**src/rcd_ram.sv**
```systemverilog
// Generic single-port-write, single-port-read RAM with a registered read.
// Stands alone; no package needed.
module rcd_ram #(
  parameter int Width = 8,
  parameter int Depth = 16
) (
  input  logic                     clk_i,
  input  logic                     we_i,
  input  logic [$clog2(Depth)-1:0] waddr_i,
  input  logic [Width-1:0]         wdata_i,
  input  logic                     re_i,
  input  logic [$clog2(Depth)-1:0] raddr_i,
  output logic [Width-1:0]         rdata_o
);

  logic [Width-1:0] mem_q [Depth];
  logic [Width-1:0] rdata_q;

  always_ff @(posedge clk_i) begin
    if (we_i) begin
      mem_q[waddr_i] <= wdata_i;
    end
    if (re_i) begin
      rdata_q <= mem_q[raddr_i];
    end
  end

  assign rdata_o = rdata_q;

endmodule

```
**config.mk**
```make
export PLATFORM = sky130hd
export DESIGN_NAME = rcd_ram
export DESIGN_NICKNAME = d
export VERILOG_FILES = /design/src/rcd_ram.sv
export SDC_FILE = /design/constraint.sdc
export NUM_CORES = 1
export LEC_CHECK = 0
export BUFFER_PORTS_ARGS = -buffer_cell sky130_fd_sc_hd__buf_2
export CAP_MARGIN = 20
export CORE_ASPECT_RATIO = 0.9
export CORE_MARGIN = 2
export CORE_UTILIZATION = 45
export CTS_CLUSTER_SIZE = 40
export DETAILED_ROUTE_END_ITERATION = 6
export GPL_TIMING_DRIVEN = 0
export SLEW_MARGIN = 15
export SYNTH_ARGS = -nofsm -noshare
export SYNTH_HDL_FRONTEND = slang
export SYNTH_SLANG_ARGS = --single-unit
```
**constraint.sdc**
```tcl
create_clock -name clk_i -period 2.4 [get_ports clk_i]
set_clock_uncertainty 0.2 [all_clocks]
set_input_delay 0.36 -clock clk_i [delete_from_list [all_inputs] [get_ports clk_i]]
set_output_delay 0.36 -clock clk_i [all_outputs]
set_load 0.02 [all_outputs]
```
# [Word level (Yosys, flattened, before mapping)]
# Memory sizes are Yosys's and may differ from the RTL's. A register that Yosys moved wholly into a read port is not among the register bits.
# Index checks and enable logic that the tools add are counted.
[word_totals] ramBits=128 mem_count=1 out_inout_bits=8 elab_cells=3 input_bits=19 reg_bits=0
[mem_list] memory="mem_q" words=16 width=8 rd=1 rd_ports_with_merged_regs=1 write_ports=1 line_no="16" source="logic [Width-1:0] mem_q [Depth];"
[op_classes] mux=2
[op_table] cell="1-bit 2-to-1 mux" n=2

# [Depth between registers and ports, before layout]
[depth] word_depth=2 mapped_depth=5 ltp_nobuf=3

# [Least setup slack after synthesis]
# Ideal clock, no wire load.
[synth_path] path_kind="input to register" startpoint="input waddr_i[2]" endpoint="memory mem_q[0][0] (enable)" stages=2 required_ps=1817 t_arrival_ps=1470 n_path_buf=0 slack_ps=347 setup_time_ps=383 cell_sequence="or3b_2 > nor3_1"
[synth_lines] item="start: declaration" line_no="9" source="input logic [$clog2(Depth)-1:0] waddr_i,"
[synth_lines] item="end: declaration" line_no="16"
# Straight into the memory's write port.

# [Final worst setup path]
[layout_path] startpoint="input waddr_i[2]" endpoint="memory mem_q[2][5] (enable)"
# Straight into the memory's write port.

==> flow_summary.json <==
{
  "nets": 292,
  "diodes": 0,
  "h-tree-depth": 4,
  "die_area_mm2": 0.01250,
  "syn_inst": 229,
  "drv_cap": 0,
  "wl_per_cell_um": 22.86,
  "ctsHoldBuffers": 0,
  "finalInstanceArea_mm2": 0.006197,
  "rr_startpoint": "mem_q[5][0]$_DFFE_PP_",
  "overflow": 0,
  "fin_util_pct": 54.42,
  "p_total_mw": 5.713,
  "clk_path_buf_depth": 2,
  "track_usage_pct": 17.94,
  "tightest_slew_ns": 0.8208,
  "drive_gt1_share_pct": 30.77,
  "finalSetupViolCount": 0,
  "dp.cells": 410,
  "clk_latency_ns": 0.42,
  "irDropWorstVdd_v": 0.0007689,
  "syn_avg_cell_area_um2": 22.83,
  "syn-num-nets": 248,
  "fin_crit_sh_pct": 75.78,
  "cp.required_ns": 2.24,
  "hold_viol_final": 0,
  "holdWs_ns": 0.07370,
  "die_y_um": 106.3,
  "min_period_ns": 1.819,
  "synth-warning-count": 0,
  "fp.dieW_um": 117.6,
  "detail_route.first_pass.iterations": 4,
  "slew_headroom_pct": 45.08,
  "critPathMaxFanout": 8,
  "wl_um": 10100,
  "antenna_found_initial": 0,
  "core_mm2": 0.01139,
  "clk_pin_slew_ns": 0.06,
  "dr.first_iter.drc_count": 215,
  "worstSetupPathType": "primary input to register",
  "min-delay-path-class": "primary input to register",
  "vias_per_cell": 5.457,
  "stdcell_count": 442,
  "p_per_area_mw_per_mm2": 921.8,
  "fmax_mhz": 549.8,
  "vias": 2412,
  "rsz0062_at_grt": "no",
  "grt_pass1_wl_um": 15350,
  "slew_violations": 0,
  "seq_area_frac_synth_pct": 78.12,
  "hp-start": "re_i",
  "start_kind": "primary input",
  "outcome": "finished clean",
  "cts_setup_buffers": 0,
  "initial_core_util_pct": 45.90,
  "arrival_ns": 1.66,
  "cts_root_buf": "clkbuf_16",
  "grt_max_degree": 17,
  "final_antenna_net_count": 0,
  "numCtsBuffers": 17,
  "cts.sinks": 136,
  "startpoint": "waddr_i[2]",
  "critPathCaptureType": "register",
  "synth_cell_type_count": 18,
  "portBuffers": 25,
  "area_growth_pct": 18.55,
  "gp_congestion": 0.7276,
  "rows": 37,
  "synth_area_mm2": 0.005228,
  "drcViolationCount": 0,
  "leakage_nw": 2.057,
  "place_hpwl_um": 6269,
  "ys_seq_elements": 136,
  "cts_tree": "yes",
  "grt_pass1_vias": 2426,
  "cts_resized": 0,
  "postPlaceCellArea_mm2": 0.005568,
  "num_io_pins": 27
}
==> per-stage QoR <==
step	setup WS, ns	TNS (ns)
floorplan	0.3471	0
global placement	-0.2453	-1.959
detailed placement	0.1109	0
CTS	0.5517	0
global route	0.5171	0
finish	0.5813	0
==> placed cells by master (no fill, tap or decap), types with 3 or more instances in the layout <==
cell type        instances
clkdlybuf4s25_2          3
mux4_1                  14
clkinv_4                 5
a22oi_1                 16
edfxtp_1               136
clkbuf_16               17
nor2_1                  13
buf_2                   28
nor3_2                   4
buf_6                    3
nand2_1                  9
mux4_2                  18
bufinv_16                4
==> final timing paths <==
kind	slack (ns)	cells after the start	end
worst max-delay path	0.58	3	mem_q[2][5]$_DFFE_PP_
worst min-delay path	0.07	1	rdata_o[4]$_DFFE_PP_
worst max register to register	0.59	3	rdata_o[0]$_DFFE_PP_
worst min register to register	0.57	3	rdata_o[7]$_DFFE_PP_
==> metal layers <==
layer	wire [um]	global-route usage, %
met2	4607	26.08
met3	630	5.365
met1	4739	25.87
met4	124	6.713
met5	0	0
==> synthesized netlist by cell type, drive strengths merged <==
cell type	instances	area, um^2
nor2	13	48.80
nor2b	1	6.260
and2	1	6.260
a22oi	16	120.1
clkdlybuf4s25	3	30.03
nand3	1	5.000
nand3b	2	15.01
buf	7	56.30
or3b	1	8.760
nand2	9	33.78
and2b	1	7.510
nand2b	2	12.51
edfxtp	136	4084
nor3	4	20.02
mux4	32	773.2
==> where the power goes <==
part	leakage, nW	switching (mW)	internal [mW]
Clock	0.298	1.01	1.75
Sequential	1.24	0.0107	2.68
Combinational	0.523	0.164	0.104
Total	2.06	1.18	4.53
==> cell families (layout without fill, tap and decap cells) <==
group,after synthesis,in the layout,share of synthesized area [%]
flip-flops,136,136,78.12
AND/OR/NAND/NOR,35,35,3.136
multiplexers,32,32,14.79
AO/OA/AOI/OAI,16,16,2.298
buffers and inverters,10,67,1.651
==> final cells by class <==
type / instances / area, um^2
multi-input combinational: 83 / 1077
fill: 892 / 5191
sequential: 136 / 4084
buffer: 10 / 86.33
timing repair buffer: 25 / 125.1
tap: 156 / 195.2
clock buffer: 19 / 432.9
clock inverter: 13 / 196.4
==> state kept, by name, indices dropped and copies added, names as in the netlist <==
| name | flops |
|---|---|
| mem_q | 128 |
| rdata_o | 8 |
==> critical path, cell delays in order <==
cell and delay, ns:
buf_2 0.12, or3b_2 0.52, nor2_1 0.65
(Power assumes the default switching activity.)
