===== config.mk =====
export PLATFORM = sky130hd
export DESIGN_NAME = rcd_ctrl
export DESIGN_NICKNAME = d
export VERILOG_FILES = /design/src/rcd_pkg.sv /design/src/rcd_ctrl.sv
export SDC_FILE = /design/constraint.sdc
export NUM_CORES = 1
export LEC_CHECK = 0
export BUFFER_PORTS_ARGS = -buffer_cell sky130_fd_sc_hd__buf_2
export CAP_MARGIN = 20
export CORE_MARGIN = 3
export CORE_UTILIZATION = 55
export CTS_BUF_LIST = sky130_fd_sc_hd__clkbuf_4
export DETAILED_ROUTE_END_ITERATION = 16
export HOLD_SLACK_MARGIN = 0.05
export PLACE_DENSITY = 0.79
export RECOVER_POWER = 100
export SYNTH_ARGS = -nofsm -noshare
export SYNTH_HDL_FRONTEND = slang
export SYNTH_SLANG_ARGS = --single-unit

===== constraint.sdc =====
create_clock -name clk_i -period 2.4 [get_ports clk_i]
set_input_delay 0.24 -clock clk_i [delete_from_list [all_inputs] [get_ports clk_i]]
set_output_delay 0.24 -clock clk_i [all_outputs]
set_load 0.005 [all_outputs]

===== src/rcd_pkg.sv =====
// Shared constants and types of the repetition code decoder.
// Used by every module of the block but rcd_ram; depends on nothing.
package rcd_pkg;

  localparam int MaxMessage = 1024;
  localparam int MaxReps    = 16;

  localparam int LlrW     = 8;
  localparam int PosW     = 10;
  localparam int RepW     = 4;
  localparam int SumW     = 13;
  localparam int CfgDataW = 11;
  localparam int CfgIdxW  = 2;
  localparam int LenW     = 11;
  localparam int CountW   = 5;

  localparam logic [CfgIdxW-1:0] RegMessageLength   = 2'd0;
  localparam logic [CfgIdxW-1:0] RegRepetitionCount = 2'd1;
  localparam logic [CfgIdxW-1:0] RegDecisionMode    = 2'd2;

  localparam logic ModeHard = 1'b0;
  localparam logic ModeSoft = 1'b1;

  typedef struct packed {
    logic [PosW-1:0] pos;
    logic            first_rep;
    logic            is_final;
    logic            last_pos;
  } item_t;

  typedef struct packed {
    logic mode;
    logic restart;
  } cfg_t;

endpackage


===== src/rcd_ctrl.sv =====
// Configuration registers and frame position counters of the decoder.
// Depends on rcd_pkg.
module rcd_ctrl (
  input  logic                          clk_i,
  input  logic                          rst_ni,
  input  logic                          cfg_we_i,
  input  logic [rcd_pkg::CfgIdxW-1:0]   cfg_index_i,
  input  logic [rcd_pkg::CfgDataW-1:0]  cfg_data_i,
  input  logic                          accept_i,
  output rcd_pkg::item_t                item_o,
  output rcd_pkg::cfg_t                 cfg_o
);

  logic [rcd_pkg::PosW-1:0] msg_last_q, msg_last_d;
  logic [rcd_pkg::RepW-1:0] rep_last_q, rep_last_d;
  logic                     mode_q, mode_d;
  logic [rcd_pkg::PosW-1:0] pos_q, pos_d;
  logic [rcd_pkg::RepW-1:0] rep_q, rep_d;

  logic [rcd_pkg::LenW-1:0]   len_val;
  logic [rcd_pkg::LenW-1:0]   len_m1;
  logic [rcd_pkg::CountW-1:0] cnt_val;
  logic [rcd_pkg::CountW-1:0] cnt_m1;

  assign len_val = cfg_data_i[rcd_pkg::LenW-1:0];
  assign len_m1  = len_val - rcd_pkg::LenW'(1);
  assign cnt_val = cfg_data_i[rcd_pkg::CountW-1:0];
  assign cnt_m1  = cnt_val - rcd_pkg::CountW'(1);

  always_comb begin
    msg_last_d = msg_last_q;
    rep_last_d = rep_last_q;
    mode_d     = mode_q;
    if (cfg_we_i) begin
      unique case (cfg_index_i)
        rcd_pkg::RegMessageLength: begin
          if (len_val == '0) begin
            msg_last_d = '0;
          end else if (len_val > rcd_pkg::LenW'(rcd_pkg::MaxMessage)) begin
            msg_last_d = rcd_pkg::PosW'(rcd_pkg::MaxMessage - 1);
          end else begin
            msg_last_d = len_m1[rcd_pkg::PosW-1:0];
          end
        end
        rcd_pkg::RegRepetitionCount: begin
          if (cnt_val == '0) begin
            rep_last_d = '0;
          end else if (cnt_val > rcd_pkg::CountW'(rcd_pkg::MaxReps)) begin
            rep_last_d = rcd_pkg::RepW'(rcd_pkg::MaxReps - 1);
          end else begin
            rep_last_d = cnt_m1[rcd_pkg::RepW-1:0];
          end
        end
        rcd_pkg::RegDecisionMode: begin
          mode_d = cfg_data_i[0];
        end
        default: begin
        end
      endcase
    end
  end

  always_comb begin
    pos_d = pos_q;
    rep_d = rep_q;
    if (cfg_we_i) begin
      pos_d = '0;
      rep_d = '0;
    end else if (accept_i) begin
      if (pos_q == msg_last_q) begin
        pos_d = '0;
        rep_d = (rep_q == rep_last_q) ? '0 : rep_q + rcd_pkg::RepW'(1);
      end else begin
        pos_d = pos_q + rcd_pkg::PosW'(1);
      end
    end
  end

  always_ff @(posedge clk_i or negedge rst_ni) begin
    if (!rst_ni) begin
      msg_last_q <= rcd_pkg::PosW'(15);
      rep_last_q <= rcd_pkg::RepW'(2);
      mode_q     <= rcd_pkg::ModeHard;
      pos_q      <= '0;
      rep_q      <= '0;
    end else begin
      msg_last_q <= msg_last_d;
      rep_last_q <= rep_last_d;
      mode_q     <= mode_d;
      pos_q      <= pos_d;
      rep_q      <= rep_d;
    end
  end

  assign item_o.pos       = pos_q;
  assign item_o.first_rep = (rep_q == '0);
  assign item_o.is_final  = (rep_q == rep_last_q);
  assign item_o.last_pos  = (pos_q == msg_last_q);
  assign cfg_o.mode       = mode_q;
  assign cfg_o.restart    = cfg_we_i;

endmodule


# Word-level counts from Yosys, hierarchy flattened
# Index checks and enable logic that the tools add are counted.
[word_totals]
ff_bits = 29
inputBits = 17
output_inout_bits = 15
elab_cells = 36
[classes]
addsub = 4
n_lt_le_gt_ge = 2
eq_ne = 4
n_mux = 11
n_reduce_logical = 10
[op_table]
columns = ["cell", "count"]
rows = [
  ["two-way mux 10 bit", 5],
  ["two-way mux 4 bit", 6],
  ["greater-than comparator 11 bit (second input constant)", 1],
  ["logical NOT 11 bit", 1],
  ["adder 10 x 1 -> 10 bit (second input constant)", 1],
  ["== test 10 bit", 1],
  ["subtractor 10 x 1 -> 10 bit (second input constant)", 1],
  ["AND reduction 2 bit", 4],
  ["greater-than comparator 5 bit (second input constant)", 1],
  ["logical NOT 5 bit", 1],
  ["adder 4 x 1 -> 4 bit (second input constant)", 1],
  ["== test 4 bit", 1],
  ["logical NOT 4 bit", 1],
  ["nonzero test 2 bit", 2],
  ["subtractor 4 x 1 -> 4 bit (second input constant)", 1],
  ["== test 2 x 1 -> 1 bit (second input constant)", 1],
  ["== test 2 bit (second input constant)", 1],
  ["logical NOT 2 bit", 1],
]

# Logic depth before layout (Yosys ltp)
[depth]
depth_word = 5
mapped_depth = 7
mapped_depth_nobuf = 7

# Least setup slack after synthesis
# No wires, ideal clock.
[synth_timing]
kind = "input to register"
start = "input cfg_data_i[0] (netlist bit)"
end = "register msg_last_q[9] (netlist bit)"
setup_time_ns = 0.118
arrival_ns = 1.706
required_ns = 2.282
setup_slack_ns = 0.576
stages = 7
n_path_buf = 0
cell_sequence = "inv_1 ha_1 nor4b_2 or3b_4 nand2_1 a21oi_1 a21o_1"
[synth_via]
elab_chain_len = 3
elab_cells_between_ends = 5
cone_classes = "add/sub: 1; order compare: 1; mux: 2; reduce/logical: 1"
[synth_lines]
columns = ["item", "line_no", "rtl"]
rows = [
  ["start: declaration", "rcd_ctrl.sv:8", "input logic [rcd_pkg::CfgDataW-1:0] cfg_data_i,"],
  ["subtractor 10 x 1 -> 10 bit or greater-than comparator 11 bit (tied branches)", "rcd_ctrl.sv:26, rcd_ctrl.sv:39", ""],
  ["two-way mux 10 bit", "rcd_ctrl.sv:39", "end else if (len_val > rcd_pkg::LenW'(rcd_pkg::MaxMessage)) begin"],
  ["two-way mux 10 bit *", "rcd_ctrl.sv:37", "if (len_val == '0) begin"],
  ["end signal: assignment", "rcd_ctrl.sv:81", "msg_last_q <= rcd_pkg::PosW'(15);"],
  ["end signal: assignment", "rcd_ctrl.sv:87", "msg_last_q <= msg_last_d;"],
  ["end: declaration", "rcd_ctrl.sv:14", "logic [rcd_pkg::PosW-1:0] msg_last_q, msg_last_d;"],
]
# Mark *: on every way between the ends. The rest lies on a longest branch, timed or not.
# A chain may end at the register's enable or synchronous reset.

# Worst setup path in the final report
[layout_timing]
start = "register pos_q[6] (netlist bit)"
end = "register rep_q[3] (netlist bit)"
[layout_via]
elab_chain_len = 3
[layout_lines]
columns = ["item", "line_no", "rtl"]
rows = [
  ["start: declaration", "rcd_ctrl.sv:17", "logic [rcd_pkg::PosW-1:0] pos_q, pos_d;"],
  ["start signal: assignment", "rcd_ctrl.sv:90", "pos_q <= pos_d;"],
  ["== test 10 bit", "rcd_ctrl.sv:70", "if (pos_q == msg_last_q) begin"],
  ["nonzero test 2 bit (no line)", "-", ""],
  ["AND reduction 2 bit (no line)", "-", ""],
  ["end signal: assignment", "rcd_ctrl.sv:91", "rep_q <= rep_d;"],
  ["end: declaration", "rcd_ctrl.sv:18", "logic [rcd_pkg::RepW-1:0] rep_q, rep_d;"],
]
# No other way between the ends.

==> results.sh <==
export IMPL_final_setup_skew_ps=8.41
export IMPL_globalplace_congestion=0.825
export IMPL_cp_slowest_cell="or4_1"
export IMPL_tightestPinTransition_ps=1500
export IMPL_cts_htree_levels=2
export IMPL_required_ps=2650
export IMPL_dp_hpwl_um=2880
export IMPL_drc=0
export IMPL_num_antenna_cells=0
export IMPL_relSlewSlack=0.000768
export IMPL_cts_resized=0
export IMPL_rows=19
export IMPL_drt_vias_per_instance=5.44
export IMPL_rsz0062_at_grt="false"
export IMPL_critPathKind="flip-flop to flip-flop"
export IMPL_final_util=0.680
export IMPL_synth_warnings=0
export IMPL_grt_start_max_net_pins=30
export IMPL_tritoncts="done"
export IMPL_maxSlewViolCount=0
export IMPL_synth_seq_cells=29
export IMPL_maxCapViolations=1
export IMPL_grt_pass1_wl_um=6630
export IMPL_yosysSeqAreaShare=0.415
export IMPL_synth_compound_area_frac=0.140
export IMPL_clock_latency_ps=330
export IMPL_final_common_cell="dfrtp_1"
export IMPL_dp_cells=248
export IMPL_stdcell_count=257
export IMPL_antenna_left=0
export IMPL_via_count=1399
export IMPL_drive_gt1_frac=0.195
export IMPL_synth_xor_area_frac=0.139
export IMPL_hold_viol=0
export IMPL_die_area_um2=3930
export IMPL_drtPass1Iterations=4
export IMPL_avgSynthCellArea_um2=9.86
export IMPL_syn_inst=179
export IMPL_drtIter0Drc=92
export IMPL_powerDensity_nw_per_um2=536
export IMPL_failed_checks="max-capacitance violations"
export IMPL_antenna_found_initial=0
export IMPL_port_buffer_count=31
export IMPL_wl_per_cell_um=14.4
export IMPL_setup_viol_count_final=0
export IMPL_end_kind="flip-flop"
export IMPL_nFillCells=244
export IMPL_cp_max_fo=6
export IMPL_cts_buffers=5
export IMPL_fp_dieH_um=62.7
export IMPL_yosys_area_share_simple=0.225
export IMPL_dpl_worst_slack_ps=450
export IMPL_synth_distinct_cells=39
export IMPL_muxShareOfSynthArea=0.0170
export IMPL_syn_area_um2=1770
export IMPL_grt_total_usage=0.213
export IMPL_synth_fa_ha_area_frac=0.0283
export IMPL_ioPinCount=32
export IMPL_layout_cells_most_common_list="dfrtp_1 (24), buf_2 (21), xor2_1 (20)"
export IMPL_synth_top_family_by_area="simple AND/OR/NAND/NOR gates"
export IMPL_startpoint_type="flip-flop"
export IMPL_placedInstanceArea_um2=1950
export IMPL_stdcell_area_um2=1970
export IMPL_status="complete, but fails checks"
export IMPL_worst_slack_ps=368
export IMPL_min_delay_path_class="input port to flip-flop"
export IMPL_cts_clk_slew_worst_paths_ps=90
export IMPL_path_cells="xor2_1 > nor4_4 > nand4_1 > or4_1 > a21oi_1"
export IMPL_irDropWorstVdd_mv=0.312
export IMPL_fin_crit_ps=2030
export IMPL_path_delay_family="simple AND/OR/NAND/NOR gates"
export IMPL_initial_core_util=0.609
export IMPL_setup_tns_ps=0
export IMPL_p_leak_nw=0.983
export IMPL_postRouteWirelength_um=3690
export IMPL_root_buffer="clkbuf_4"
export IMPL_die_w_um=62.7
export IMPL_core_area_um2=2900
export IMPL_grt_ovfl_total=0
export IMPL_synth_nets=200
export IMPL_arrival_ps=2280
export IMPL_fin_crit_sh=0.847
export IMPL_crit_path_max_incr_delay_ps=540
export IMPL_nNetsFinal=235
export IMPL_worst_path_buf_inv=0
export IMPL_syn_to_final_growth_pct=11.8
export IMPL_cts_max_path_buffers=2
export IMPL_grt_pass1_vias=1407
export IMPL_clock_sinks=29
export IMPL_timing_fmax_mhz=492
## cell type report
type / instances / area (um2) / area share
sequential: 29 / 732 / 0.371
inverter: 7 / 26.3 / 0.0133
timing repair buffer: 34 / 166 / 0.0843
tap: 42 / 52.6 / 0.0266
clock inverter: 3 / 12.5 / 0.00634
clock buffer: 5 / 37.5 / 0.0190
multi-input combinational: 137 / 946 / 0.479
## cells by family after synthesis
logic type | count (synthesis)
flip-flops | 29
AND/OR/NAND/NOR | 64
buffers and inverters | 13
adder cells (fa/ha/maj) | 4
XOR/XNOR | 28
multiplexers | 3
AO/OA/AOI/OAI | 38
## worst paths after layout
kind	startpoint	to	slack [ps]	cells past startpoint
max in group asynchronous	rst_ni	msg_last_q[6]$_DFFE_PN0P_	720	2
min in group asynchronous	rst_ni	pos_q[2]$_DFFE_PN0P_	790	2
min	accept_i	pos_q[0]$_DFFE_PN0P_	220	3
max	pos_q[6]$_DFFE_PN0P_	rep_q[3]$_DFFE_PN0P_	370	5
min reg2reg	mode_q$_DFFE_PN0P_	mode_q$_DFFE_PN0P_	490	2
max reg2reg	pos_q[6]$_DFFE_PN0P_	rep_q[3]$_DFFE_PN0P_	370	5
## registers in the layout, summed over array words and instances, names as in the netlist
| name | cells |
|---|---|
| msg_last_q | 10 |
| rep_last_q | 4 |
| mode_q | 1 |
| pos_q | 10 |
| rep_q | 4 |
## timing repair
action,in CTS,in global routing
setup buffers,0,0
hold buffers,1,0
hold endpoints to repair,24,0
## layer usage
layer,routed length [um],global-route usage
met1,1690,0.272
met2,1810,0.352
met3,137,0.0504
met4,57,0.0744
met5,0,0
## synthesized netlist by cell type
| cell type | instances | area [um2] |
|---|---|---|
| dfrtp_1 | 24 | 601 |
| xor2_1 | 20 | 175 |
| nand2_1 | 15 | 56.3 |
| a21oi_1 | 14 | 70.1 |
| a21o_1 | 10 | 75.1 |
| nor2_1 | 10 | 37.5 |
| nor3_1 | 10 | 50.1 |
| xnor2_1 | 8 | 70.1 |
| inv_1 | 7 | 26.3 |
| o21ai_0 | 6 | 30.0 |
| dfstp_2 | 5 | 131 |
| nand3_1 | 5 | 25.0 |
| ha_1 | 4 | 50.1 |
| nor2b_1 | 4 | 25.0 |
| and3_1 | 3 | 18.8 |
| clkbuf_1 | 3 | 11.3 |
| mux2i_1 | 3 | 30.0 |
| nand3b_1 | 3 | 22.5 |
| a211oi_1 | 2 | 15.0 |
| buf_4 | 2 | 15.0 |
| nor4_4 | 2 | 42.5 |
| or4_1 | 2 | 15.0 |
| a22oi_1 | 1 | 7.51 |
| and2b_2 | 1 | 8.76 |
| buf_6 | 1 | 11.3 |
| nand4_2 | 1 | 12.5 |
| nor3b_1 | 1 | 7.51 |
| nor4_1 | 1 | 6.26 |
| nor4_2 | 1 | 12.5 |
| nor4b_2 | 1 | 15.0 |
| o2111ai_1 | 1 | 8.76 |
| o211a_1 | 1 | 10.0 |
| o21ai_1 | 1 | 5.00 |
| o21bai_4 | 1 | 18.8 |
| o31ai_1 | 1 | 7.51 |
| or3b_2 | 1 | 8.76 |
| or3b_4 | 1 | 11.3 |
| or4_4 | 1 | 11.3 |
| or4b_1 | 1 | 10.0 |
## tightest hold or removal path, cell delays in order
cell and delay [ps]:
buf_2 130, nand3b_1 80, a21oi_1 50
## power breakdown
group          switching, W  internal, W  total (W)
Combinational      0.000109    0.0000882   0.000197
Clock              0.000172     0.000106   0.000277
Sequential        0.0000372     0.000547   0.000584
## stage by stage
stage               hold slack (ps)  total power (W)
floorplan                     -55.6         0.000730
global placement                279         0.000788
detailed placement              292         0.000797
CTS                             214          0.00107
global route                    214          0.00113
finish                          217          0.00106
No activity file was read; power rests on OpenSTA's default activity.
