### src/rcd_pkg.sv
// Shared constants and types of the repetition code decoder.
// Used by every module of the block but rcd_ram; depends on nothing.
package rcd_pkg;

  localparam int MaxMessage = 1024;
  localparam int MaxReps    = 16;

  localparam int LlrW     = 8;
  localparam int PosW     = 10;
  localparam int RepW     = 4;
  localparam int SumW     = 13;
  localparam int CfgDataW = 11;
  localparam int CfgIdxW  = 2;
  localparam int LenW     = 11;
  localparam int CountW   = 5;

  localparam logic [CfgIdxW-1:0] RegMessageLength   = 2'd0;
  localparam logic [CfgIdxW-1:0] RegRepetitionCount = 2'd1;
  localparam logic [CfgIdxW-1:0] RegDecisionMode    = 2'd2;

  localparam logic ModeHard = 1'b0;
  localparam logic ModeSoft = 1'b1;

  typedef struct packed {
    logic [PosW-1:0] pos;
    logic            first_rep;
    logic            is_final;
    logic            last_pos;
  } item_t;

  typedef struct packed {
    logic mode;
    logic restart;
  } cfg_t;

endpackage

### src/rcd_acc.sv
// Accumulate stage, bit decision and result register of the decoder.
// Depends on rcd_pkg; reads and writes the sum RAM through its ports.
module rcd_acc (
  input  logic                       clk_i,
  input  logic                       rst_ni,
  input  logic                       in_valid_i,
  output logic                       in_ready_o,
  input  logic signed [rcd_pkg::LlrW-1:0] llr_i,
  input  rcd_pkg::item_t             item_i,
  input  rcd_pkg::cfg_t              cfg_i,
  input  logic [rcd_pkg::SumW-1:0]   rdata_i,
  output logic                       we_o,
  output logic [rcd_pkg::PosW-1:0]   waddr_o,
  output logic [rcd_pkg::SumW-1:0]   wdata_o,
  output logic                       out_valid_o,
  input  logic                       out_ready_i,
  output logic                       decoded_bit_o,
  output logic [rcd_pkg::PosW-1:0]   bit_index_o,
  output logic                       last_bit_o
);

  logic                      s1_valid_q, s1_valid_d;
  rcd_pkg::item_t            s1_item_q;
  logic [rcd_pkg::LlrW-1:0]  s1_llr_q;
  logic                      fwd_hit_q;
  logic [rcd_pkg::SumW-1:0]  fwd_sum_q;
  logic                      tie_q, tie_d;
  logic                      out_valid_q, out_valid_d;
  logic                      out_bit_q;
  logic [rcd_pkg::PosW-1:0]  out_idx_q;
  logic                      out_last_q;

  logic                      accept;
  logic                      s1_fire;
  logic                      out_load;
  logic [rcd_pkg::SumW-1:0]  contrib;
  logic [rcd_pkg::SumW-1:0]  base;
  logic [rcd_pkg::SumW-1:0]  sum;
  logic                      sum_zero;
  logic                      tie_used;
  logic                      bit_val;

  assign s1_fire    = s1_valid_q && (!s1_item_q.is_final || !out_valid_q || out_ready_i);
  assign in_ready_o = !s1_valid_q || s1_fire;
  assign accept     = in_valid_i && in_ready_o;
  assign out_load   = s1_fire && s1_item_q.is_final;

  always_comb begin
    if (cfg_i.mode == rcd_pkg::ModeSoft) begin
      contrib = {{(rcd_pkg::SumW - rcd_pkg::LlrW){s1_llr_q[rcd_pkg::LlrW-1]}}, s1_llr_q};
    end else if (s1_llr_q[rcd_pkg::LlrW-1]) begin
      contrib = '1;
    end else begin
      contrib = rcd_pkg::SumW'(1);
    end
  end

  always_comb begin
    if (s1_item_q.first_rep) begin
      base = '0;
    end else if (fwd_hit_q) begin
      base = fwd_sum_q;
    end else begin
      base = rdata_i;
    end
  end

  assign sum      = base + contrib;
  assign sum_zero = (sum == '0);
  assign tie_used = sum_zero && (cfg_i.mode == rcd_pkg::ModeHard);

  always_comb begin
    if (sum[rcd_pkg::SumW-1]) begin
      bit_val = 1'b1;
    end else if (tie_used) begin
      bit_val = tie_q;
    end else begin
      bit_val = 1'b0;
    end
  end

  always_comb begin
    tie_d = tie_q;
    if (cfg_i.restart) begin
      tie_d = 1'b0;
    end else if (out_load) begin
      if (s1_item_q.last_pos) begin
        tie_d = 1'b0;
      end else if (tie_used) begin
        tie_d = ~tie_q;
      end
    end
  end

  always_comb begin
    s1_valid_d = s1_valid_q;
    if (accept) begin
      s1_valid_d = 1'b1;
    end else if (s1_fire) begin
      s1_valid_d = 1'b0;
    end
  end

  always_comb begin
    out_valid_d = out_valid_q;
    if (out_load) begin
      out_valid_d = 1'b1;
    end else if (out_ready_i) begin
      out_valid_d = 1'b0;
    end
  end

  always_ff @(posedge clk_i or negedge rst_ni) begin
    if (!rst_ni) begin
      s1_valid_q  <= 1'b0;
      fwd_hit_q   <= 1'b0;
      tie_q       <= 1'b0;
      out_valid_q <= 1'b0;
    end else begin
      s1_valid_q  <= s1_valid_d;
      tie_q       <= tie_d;
      out_valid_q <= out_valid_d;
      if (accept) begin
        fwd_hit_q <= s1_fire && (item_i.pos == s1_item_q.pos);
      end
    end
  end

  always_ff @(posedge clk_i) begin
    if (accept) begin
      s1_item_q <= item_i;
      s1_llr_q  <= llr_i;
    end
    if (s1_fire) begin
      fwd_sum_q <= sum;
    end
    if (out_load) begin
      out_bit_q  <= bit_val;
      out_idx_q  <= s1_item_q.pos;
      out_last_q <= s1_item_q.last_pos;
    end
  end

  assign we_o          = s1_fire;
  assign waddr_o       = s1_item_q.pos;
  assign wdata_o       = sum;
  assign out_valid_o   = out_valid_q;
  assign decoded_bit_o = out_bit_q;
  assign bit_index_o   = out_idx_q;
  assign last_bit_o    = out_last_q;

endmodule

### config.mk
export PLATFORM = sky130hd
export DESIGN_NAME = rcd_acc
export DESIGN_NICKNAME = d
export VERILOG_FILES = /design/src/rcd_pkg.sv /design/src/rcd_acc.sv
export SDC_FILE = /design/constraint.sdc
export NUM_CORES = 1
export LEC_CHECK = 0
export ABC_AREA = 1
export BUFFER_PORTS_ARGS = -buffer_cell sky130_fd_sc_hd__buf_2
export CORE_MARGIN = 10
export CORE_UTILIZATION = 30
export CTS_CLUSTER_SIZE = 20
export DETAILED_ROUTE_END_ITERATION = 7
export GPL_TIMING_DRIVEN = 1
export PLACE_DENSITY_LB_ADDON = 0.3
export SETUP_SLACK_MARGIN = 0.3
export SYNTH_ARGS = -nofsm -noshare
export SYNTH_HDL_FRONTEND = slang
export SYNTH_SLANG_ARGS = --single-unit
### constraint.sdc
create_clock -name clk_i -period 2.9 [get_ports clk_i]
set_input_delay 0 -clock clk_i [delete_from_list [all_inputs] [get_ports clk_i]]
set_output_delay 0 -clock clk_i [all_outputs]
set_load 0.005 [all_outputs]
# Yosys cells after proc, flatten, opt, wreduce, memory -nomap -nowiden
# Cells that the tools add are included.
# word_totals
latch_bits	0
wordCells	47
in_bits	40
romBits	0
output_inout_bits	38
n_memories	0
reg_bits	50
ramBits	0
# classes
div	0
n_eq_ne	1
n_lt_le_gt_ge	0
n_reduce_logical	17
n_bitwise	2
n_shift	0
n_mul	0
muxes	13
n_addsub	1
# ops
cell	count
13-bit 2-to-1 mux	4
13-bit adder	1
13-bit logical NOT	1
10-bit == test	1
1-bit 2-to-1 mux	9
2-bit nonzero test	3
1-bit logical AND	5
1-bit logical NOT	3
1-bit logical OR	3
3-bit nonzero test	1
1-bit NOT	2
2-bit AND reduction	1

# Depth between registers and ports, before layout
# Gate-level depths: netlist (run 1).
# logic_depth
ltp_word	9
depth_mapped	20
ltp_nobuf	19

# Worst setup path after synthesis (run 1)
# Ideal clock, no wire load.
# synth_path
path_kind	register to register
start	register fwd_hit_q
end	register tie_q
stages_incl_launch_ff	19
setup_ns	0.116
setup_slack_ns	0.362
synth_period_minus_slack_ns	2.538
required_time_ns	2.784
path_buffers	1
arrival_time_ns	2.422
cell_sequence	dfrtp_1 inv_1 clkbuf_1 nor2_1 nor2_1 ha_1 fa_1 nor2_1 nand2_1 nor2_1 nand3_1 nor2_1 nand3_1 nor2_1 nand3_2 nand2_2 nand2_1 nand2_1 nand2_1
# synth_between
elab_chain_len	7
# synth_lines
element	line	source
start: declaration	rcd_acc.sv:25	logic fwd_hit_q;
start signal: assignment	rcd_acc.sv:124	fwd_hit_q <= s1_fire && (item_i.pos == s1_item_q.pos);
13-bit 2-to-1 mux	rcd_acc.sv:61	end else if (fwd_hit_q) begin
13-bit 2-to-1 mux	rcd_acc.sv:59	if (s1_item_q.first_rep) begin
13-bit adder	rcd_acc.sv:68	assign sum = base + contrib;
named net wdata_o (one bit)	rcd_acc.sv:14	output logic [rcd_pkg::SumW-1:0] wdata_o,
13-bit logical NOT	rcd_acc.sv:69	assign sum_zero = (sum == '0);
1-bit logical AND	rcd_acc.sv:70	assign tie_used = sum_zero && (cfg_i.mode == rcd_pkg::ModeHard);
3-bit nonzero test (no source line)	--	
2-bit AND reduction (no source line)	--	
end signal: assignment	rcd_acc.sv:121	tie_q <= tie_d;
end: declaration	rcd_acc.sv:27	logic tie_q, tie_d;
# The timed path passes the listed nets, and every way through them passes these cells.
# A chain may end at the register's enable or synchronous reset.

# Worst setup path after layout (run 1)
# layout_path
start	register fwd_hit_q
end	register tie_q
# layout_between
elab_chain_len	7
# layout_lines
element	line
13-bit 2-to-1 mux	rcd_acc.sv:61
13-bit 2-to-1 mux	rcd_acc.sv:59
13-bit adder	rcd_acc.sv:68
13-bit logical NOT	rcd_acc.sv:69
1-bit logical AND	rcd_acc.sv:70
3-bit nonzero test (no source line)	--
2-bit AND reduction (no source line)	--
# No other way between the ends.

==> results of run 1 <==
==> power by group through the flow <==
stage | Combinational (uW) | Sequential, uW | Clock [uW]
after floorplan | 242 | 899 | 0
after global placement | 393 | 903 | 0
after detailed placement | 396 | 903 | 0
after CTS | 426 | 887 | 523
after global routing | 496 | 894 | 559
final | 440 | 887 | 499
==> logic make-up after synthesis <==
logic type | after synthesis | share of synthesized area, %
XOR/XNOR | 11 | 3.59
buffers and inverters | 56 | 8.56
AND/OR/NAND/NOR | 173 | 26.7
adder cells (fa/ha/maj) | 13 | 5.88
AO/OA/AOI/OAI | 22 | 4.06
flip-flops | 50 | 51.2
==> synth_stat cells (all sizes together) <==
master   n
nor4     1
dfrtp    4
clkbuf   4
buf     10
edfxtp  46
fa       1
nand2   91
o21bai   1
inv     42
nor2    43
a21o     1
xnor2    8
nand3   24
nor3     1
nand4    6
nand3b   2
xor2     3
a21oi    5
a31oi    2
ha      12
or2      5
o21ai   13
==> final timing paths <==
check	cells past startpoint	slack (ns)	endpoint
setup / recovery	17	0.45	tie_q
hold / removal	2	0.03	tie_q
setup reg to reg	17	0.45	tie_q
hold reg to reg	0	0.50	bit_index_o[3]
max in group asynchronous	2	2.73	fwd_hit_q
min in group clk_i	4	0.24	fwd_sum_q[0]
==> state kept, by name, indices dropped and copies added (netlist names) <==
signal,count
fwd_sum_q,13
waddr_o,10
decoded_bit_o,1
out_valid_o,1
s1_llr_q,8
fwd_hit_q,1
tie_q,1
last_bit_o,1
bit_index_o,10
s1_valid_q,1
s1_item_q,3
==> timing repair <==
action | CTS | global route
pin swaps | 1 | 8
setup buffers | 1 | 3
hold endpoints to repair | 28 | 0
setup endpoints to repair | 2 | 7
hold buffers | 25 | 0
gates resized for setup | 3 | 14
==> metal layers <==
layer / up-vias / track usage, %
li1: 1260 / -
met3: 10 / 4.62
met4: 0 / 2.55
met2: 88 / 18.0
met1: 1108 / 13.8
met5: - / 0
==> area by class of cell <==
cell class                 count  area, sq um  share of cell area, %
clock inverter                 3         42.5                   1.11
sequential                    50         1480                   38.5
inverter                      42          158                   4.10
clock buffer                   5         68.8                   1.79
tap                          129          161                   4.20
multi-input combinational    219         1230                   32.0
timing repair buffer         111          703                   18.3
==> per-stage QoR <==
step,cell area [sq um],setup slack [ns],power [uW]
after floorplan,2890,0.362,1140
after global placement,3390,0.249,1300
after detailed placement,3390,0.242,1300
after CTS,3770,0.329,1840
after global routing,3850,0.151,1950
final,3850,0.445,1830
==> cell usage in the layout (no fill, tap or decap), types with 7 or more instances in the layout <==
| master | n |
|---|---|
| o21ai_0 | 12 |
| dlygate4sd3_1 | 25 |
| ha_1 | 7 |
| nor2_1 | 36 |
| nand3_1 | 19 |
| buf_2 | 77 |
| inv_1 | 40 |
| edfxtp_1 | 46 |
| buf_4 | 9 |
| nand2_1 | 85 |
| xnor2_1 | 8 |
==> worst register-to-register path, delay by kind of cell (launching register included) <==
kind / cells / cell delay [ns]
fa+ha+maj: 2 / 0.62
flops: 1 / 0.45
buf+inv: 1 / 0.09
simple gates: 14 / 1.18
==> impl_results.md, run 1 <==
- Placed Instances: 522
- Via count of the first global-routing pass: 2,601
- Power per standard cell area: 475 nW/um^2
- Synthesis-to-layout area growth: 32.9%
- CP bufs+invs: 1
- Crit path DAT: ~2.7 ns
- Slew @ Worst Pin: 0.847 ns
- Share of Yosys cell area claimed by the top area cell type: 47.7%
- Uppermost layer routed: met4
- Core region area: about 9300 sq um
- Largest net degree at the start of global routing: 24
- Die Y-Extent: 118 um
- Comb pwr share: 24.1%
- Via-per-instance ratio: approximately 4.4
- Clock Sinks: 50
- H-tree depth: 2
- Leakage: 0.00181 uW
- Cell family with most CP delay: simple AND/OR/NAND/NOR gates
- Wire per inst: approximately 14 um
- Synth top area cells: edfxtp_1 (48%), nand2_1 (11%), inv_1 (5.4%), ha_1 (5.2%), nor2_1 (5.2%)
- Met2 Wirelength: 3520 um
- Reg-to-reg startpoint: fwd_hit_q
- CP max-delay cell: dfrtp_2
- TritonCTS buffer count: 5
- DR iter-0 viols: 137
- Clock-pin slew on the worst setup and hold paths: approximately 0.10 ns
- Clock Skew: between 0.006 and 0.007 ns
- Crit Path Max Fanout: 6
- Ordered list of cells on the worst path: inv_2 -> nor2_1 -> nor2_1 -> ha_4 -> fa_2 -> nor2_2 -> nand2_1 -> nor2_2 -> nand3_1 -> nor2_1 -> nand3_1 -> nor2_2 -> nand3_2 -> nand2_2 -> nand2_1 -> nand2_1 -> nand2_1
- Clk root buf: clkbuf_8
- Die W: roughly 120 um
- FF+latch count, synth: 50
- IO Count: 78
- Diode count: 0
- Die Area: 14,000 sq um
- Router iterations before antenna repair: 4
- Setup_tns: 0 ns
- Drt total wl: 7860 um
- Crit start category: register
- Hold slack: 0.0268 ns
- Mapped Cells: 325
- Part of the cycle the worst path needs: 84.7%
- Post-Syn Nets: approximately 380
- IO buf count: 77
- CTS tree: done
- Status: complete, no violations
- Clock power share: 27.3%
- Power Internal: 1310 uW
- Clk_lat worst skew: 0.30 ns
- Mapped Avg Cell Area: 8.90 sq um
- Via count: 2,466
- Initial antenna violation count: 0
- Residual DRC: 0
- Sequential Power Share: 48.6%
- Fin. Hold Viols: 0
- Sequential fraction of the synthesis area: between 50 and 60%
- ANT nets after route: 0
- Rel. slew slack: around 43%
- Longest Clk Path Bufs: 2
- Final Non-Filler Cells: 559
- Slew Viols, Final: 0
- Post-Syn Area: 2890 sq um
- Sw Share: between 20% and 30%
- Overall track demand over capacity in global routing: 11.3%
- Most frequent CP cell: nand2_1
- Crit end category: register
- YS warnings: 0
- Dpl hpwl: 6190 um
- Initial Utilization: 31.0%
- Maximum vdd drop: 0.252 mV
- Final Setup Violations: 0
- Max Cap Viol: 0
- Library cells used by synthesis: 29
- Share of cells above drive strength 1: 29.5%
- Achievable Freq: 0.407 GHz
- Fin util: roughly two fifths
- Fillers: 932
- NumNets Final: just under 500
- GRT Residual Overflow: 0
- RSZ-0062 raised after global routing: yes
- WP data required: roughly 3.1 ns
- Hold/Removal Path Class: input port to async pin
- Switch Pwr: 518 uW
- Wl on met1: 3460 um
- Tmin final: 2.45 ns
- First-pass GRT wire length: 13,000 um
- Row count: 35
- Placer Congestion: roughly 0.9
- Critical path type: register to register
- CP Launch Point: fwd_hit_q
- Largest area contributor in the netlist: edfxtp_1
- CP peak stage delay: 0.45 ns
- Met3 routed WL: between 700 and 800 um
Note: power is estimated with default switching activity, not from simulation.
==> run 2: changes to the inputs <==
Settings changed: ABC_AREA 1 to 0.
Clock period 2.9 ns to 2.13 ns, I/O delays scaled along.
==> impl_results.md, run 2 <==
- Wire per inst: 16.4 um (+17%)
- Library cells used by synthesis: 52 (+79%)
- Hold/Removal Path Class: input port to async pin
- First-pass GRT wire length: 13,100 um (+0.27%)
- Drt total wl: 8310 um (+5.7%)
- Violated checks: setup timing
- Overall track demand over capacity in global routing: 12.4% (+1.2 points)
- Synth Area in Compound Gates: 12.1% (+8.0 points)
- Share of Yosys cell area claimed by the top area cell type: 50.1% (+2.4 points)
- Status: finished with violations
- NumNets Final: 449 (-6.8%)
- Maximum vdd drop: 0.308 mV (+22%)
- XOR/XNOR Fraction of Synth Area: 4.76% (+1.2 points)
- Fin util: 50.1% (+8.9 points)
- CTS tree: done
- Post-synth ARST share: 8.00% (unchanged)
- Mapped Cells: 236 (-27%)
- FF+latch count, synth: 50 (unchanged)
- Final Setup Violations: 24 (+24)
- Clk_lat worst skew: 0.31 ns (about the same)
- IO Count: 78 (unchanged)
- ANT nets after route: 0 (unchanged)
- DR iter-0 viols: 80 (-42%)
- IO buf count: 77 (unchanged)
- R2r setup slk: -0.94 ns (-1.39 ns)
- Clock Skew: 0.00622 ns (-0.000647 ns)
- GRT Residual Overflow: 0 (unchanged)
- Leakage: 0.00187 uW (+3.2%)
- Crit path DAT: 3.31 ns (+0.65 ns)
- Via-per-instance ratio: 4.71 (+6.7%)
- Via count of the first global-routing pass: 2,541 (-2.3%)
- Synth top area cells: edfxtp_1 (50%), ha_1 (5.4%), mux2i_1 (4.7%), dfrtp_1 (3.6%), buf_4 (3.0%)
- Area share of fa/ha/maj cells after synthesis: 6.17% (+0.29 points)
- Initial antenna violation count: 1 (+1)
- Tmin final: 3.07 ns (+0.616 ns)
- RSZ-0062 raised after global routing: yes
- Clk root buf: clkbuf_8
- Hold slack: 0.0190 ns (-0.00779 ns)
- Share of cells above drive strength 1: 49.6% (+20 points)
- Router iterations before antenna repair: 5 (+1)
- Placer Congestion: 0.815 (-7.5%)
- Part of the cycle the worst path needs: 144% (+60 points)
- Core region area: 8850 sq um (-5.1%)
- Mapped Avg Cell Area: 11.7 sq um (+31%)
- Dpl ws: -0.977 ns (-1.22 ns)
- Die W: 116 um (-2.0%)
- Fin. Hold Viols: 0 (unchanged)
- Multi-input gate area: 1390 sq um (+13%)
- Final setup margin: -0.941 ns (-1.39 ns)
- WP data required: 2.37 ns (-0.73 ns)
- Reg-to-reg startpoint: fwd_hit_q
- Post-synthesis simple-gate area fraction: 12.6% (-14 points)
- Residual DRC: 0 (unchanged)
- Power per standard cell area: 648 nW/um^2 (+36%)
- Max Cap Viol: 0 (unchanged)
- Crit Path Max Fanout: 6 (unchanged)
- Dpl hpwl: 6240 um (+0.70%)
- Worst r2r dst: tie_q
- R2R cell count: 12 (-5)
- Post-Syn Area: 2760 sq um (-4.7%)
- Mux cell area share after synthesis: 4.72% (+4.7 points)
- Slew @ Worst Pin: 0.430 ns (-0.418 ns)
- Sequential fraction of the synthesis area: 53.7% (+2.5 points)
- Initial Utilization: 31.2% (+0.14 points)
- Most frequent cells in the layout: buf_2 (69), buf_4 (53), edfxtp_1 (46)
- Post-Syn Nets: 289 (-24%)
- Die Y-Extent: 116 um (-2.0%)
- TritonCTS buffer count: 5 (unchanged)
- Clock-pin slew on the worst setup and hold paths: 0.10 ns (about the same)
- Setup_tns: -10.89 ns (-10.89 ns)
- Number of flops mapped to enable cells by yosys: 46 (unchanged)
- Via count: 2,382 (-3.4%)
- Reg area: 1480 sq um (unchanged)
- Crit end category: register
- Crit start category: register
- Count leader, synth: edfxtp_1
- YS warnings: 0 (unchanged)
- Top reg by flops: fwd_sum_q
- Most common cell after layout, fill and taps aside: buf_2
- Clock Sinks: 50 (unchanged)
- Die Area: 13,400 sq um (-3.9%)
- Largest net degree at the start of global routing: 18 (-25%)
- Slew Viols, Final: 0 (unchanged)
- H-tree depth: 2 (unchanged)
- Largest area contributor in the netlist: edfxtp_1
- Longest Clk Path Bufs: 2 (unchanged)
- Synthesis-to-layout area growth: 60.9%
- Critical path type: register to register
- Max reg flops: 13 (unchanged)
- Post-synth top flop: edfxtp_1
- Row count: 34 (-2.9%)
- Largest family of logic cells by synthesized area: simple AND/OR/NAND/NOR gates
- Fillers: 772 (-17%)
- Achievable Freq: 0.326 GHz (-20%)
- Post-synth top cells: edfxtp_1 (46), nor2_1 (20), nand2_1 (19)
- Rel. slew slack: 71.1% (+28 points)
==> run 2: routing by layer <==
layer  wire length (um)  part of all wire (%)  up-vias  track usage, %
met5                  0                     0        -               0
met4                 68                  0.82        0            3.17
met3                594                   7.1        7            3.57
met1               3590                    43     1124            15.1
met2               4060                    49       61            21.2
li1                   -                     -     1190               -
==> run 2: cell families (layout without fill, tap and decap cells) <==
kind of cell / count (synthesis) / in the layout
buffers and inverters: 31 / 192
AO/OA/AOI/OAI: 46 / 46
flip-flops: 50 / 50
AND/OR/NAND/NOR: 68 / 68
adder cells (fa/ha/maj): 13 / 13
other: 0 / 1
multiplexers: 13 / 13
XOR/XNOR: 15 / 15
==> run 2: worst max-delay path, cell delays in order, from the launching register on <==
cell	delay [ns]
dfrtp_2	0.47
buf_6	0.14
mux2i_1	0.14
nor2_1	0.08
buf_4	0.14
fa_2	0.41
a21oi_4	0.23
o22a_1	0.22
xnor2_2	0.11
nor4_2	0.30
o2111ai_2	0.17
or4_1	0.43
a31oi_1	0.16
==> run 2: per-stage QoR <==
step / total power [uW] / instance area [sq um] / instances
floorplan: 1570 / 2880 / 236
global placement: 1910 / 3680 / 459
detailed placement: 1930 / 3680 / 459
CTS: 2820 / 4310 / 501
global route: 3020 / 4440 / 506
finish: 2870 / 4440 / 506
==> run 2: layout make-up <==
class,count,area share (%)
inverters,14,1.18
flip-flops and latches,50,33.4
repair buffers,170,28.4
multi-input cells,155,31.2
well taps,108,3.05
clock buffers,5,1.55
clock inverters,3,1.10
diodes,1,0.0564
==> run 2: worst max path at each step <==
| stage | slack [ns] | cells after the start | start | to |
|---|---|---|---|---|
| after global routing | -1.07 | 12 | fwd_hit_q | tie_q |
| after CTS | -0.91 | 11 | fwd_hit_q | tie_q |
| after global placement | -0.86 | 12 | fwd_hit_q | tie_q |
| final | -0.94 | 12 | fwd_hit_q | tie_q |
| after detailed placement | -0.98 | 11 | fwd_hit_q | tie_q |
| after floorplan | -0.83 | 12 | fwd_hit_q | decoded_bit_o |
==> run 2: report_power, final <==
group | total (uW) | internal (uW) | switching, uW | leakage [uW]
logic | 963 | 523 | 440 | 0.00132
clock network | 707 | 358 | 349 | 0.0000563
registers | 1200 | 1170 | 31.3 | 0.000493
total | 2870 | 2050 | 821 | 0.00187
==> run 2: repair_timing <==
| item | CTS | global route |
|---|---|---|
| resized for setup | 35 | 21 |
| endpoints found under the setup margin | 26 | 26 |
| hold buffers | 25 | 0 |
| hold endpoints to repair | 28 | 0 |
| pin swaps | 8 | 10 |
| setup buffers | 9 | 4 |
| cloned | 0 | 0 |
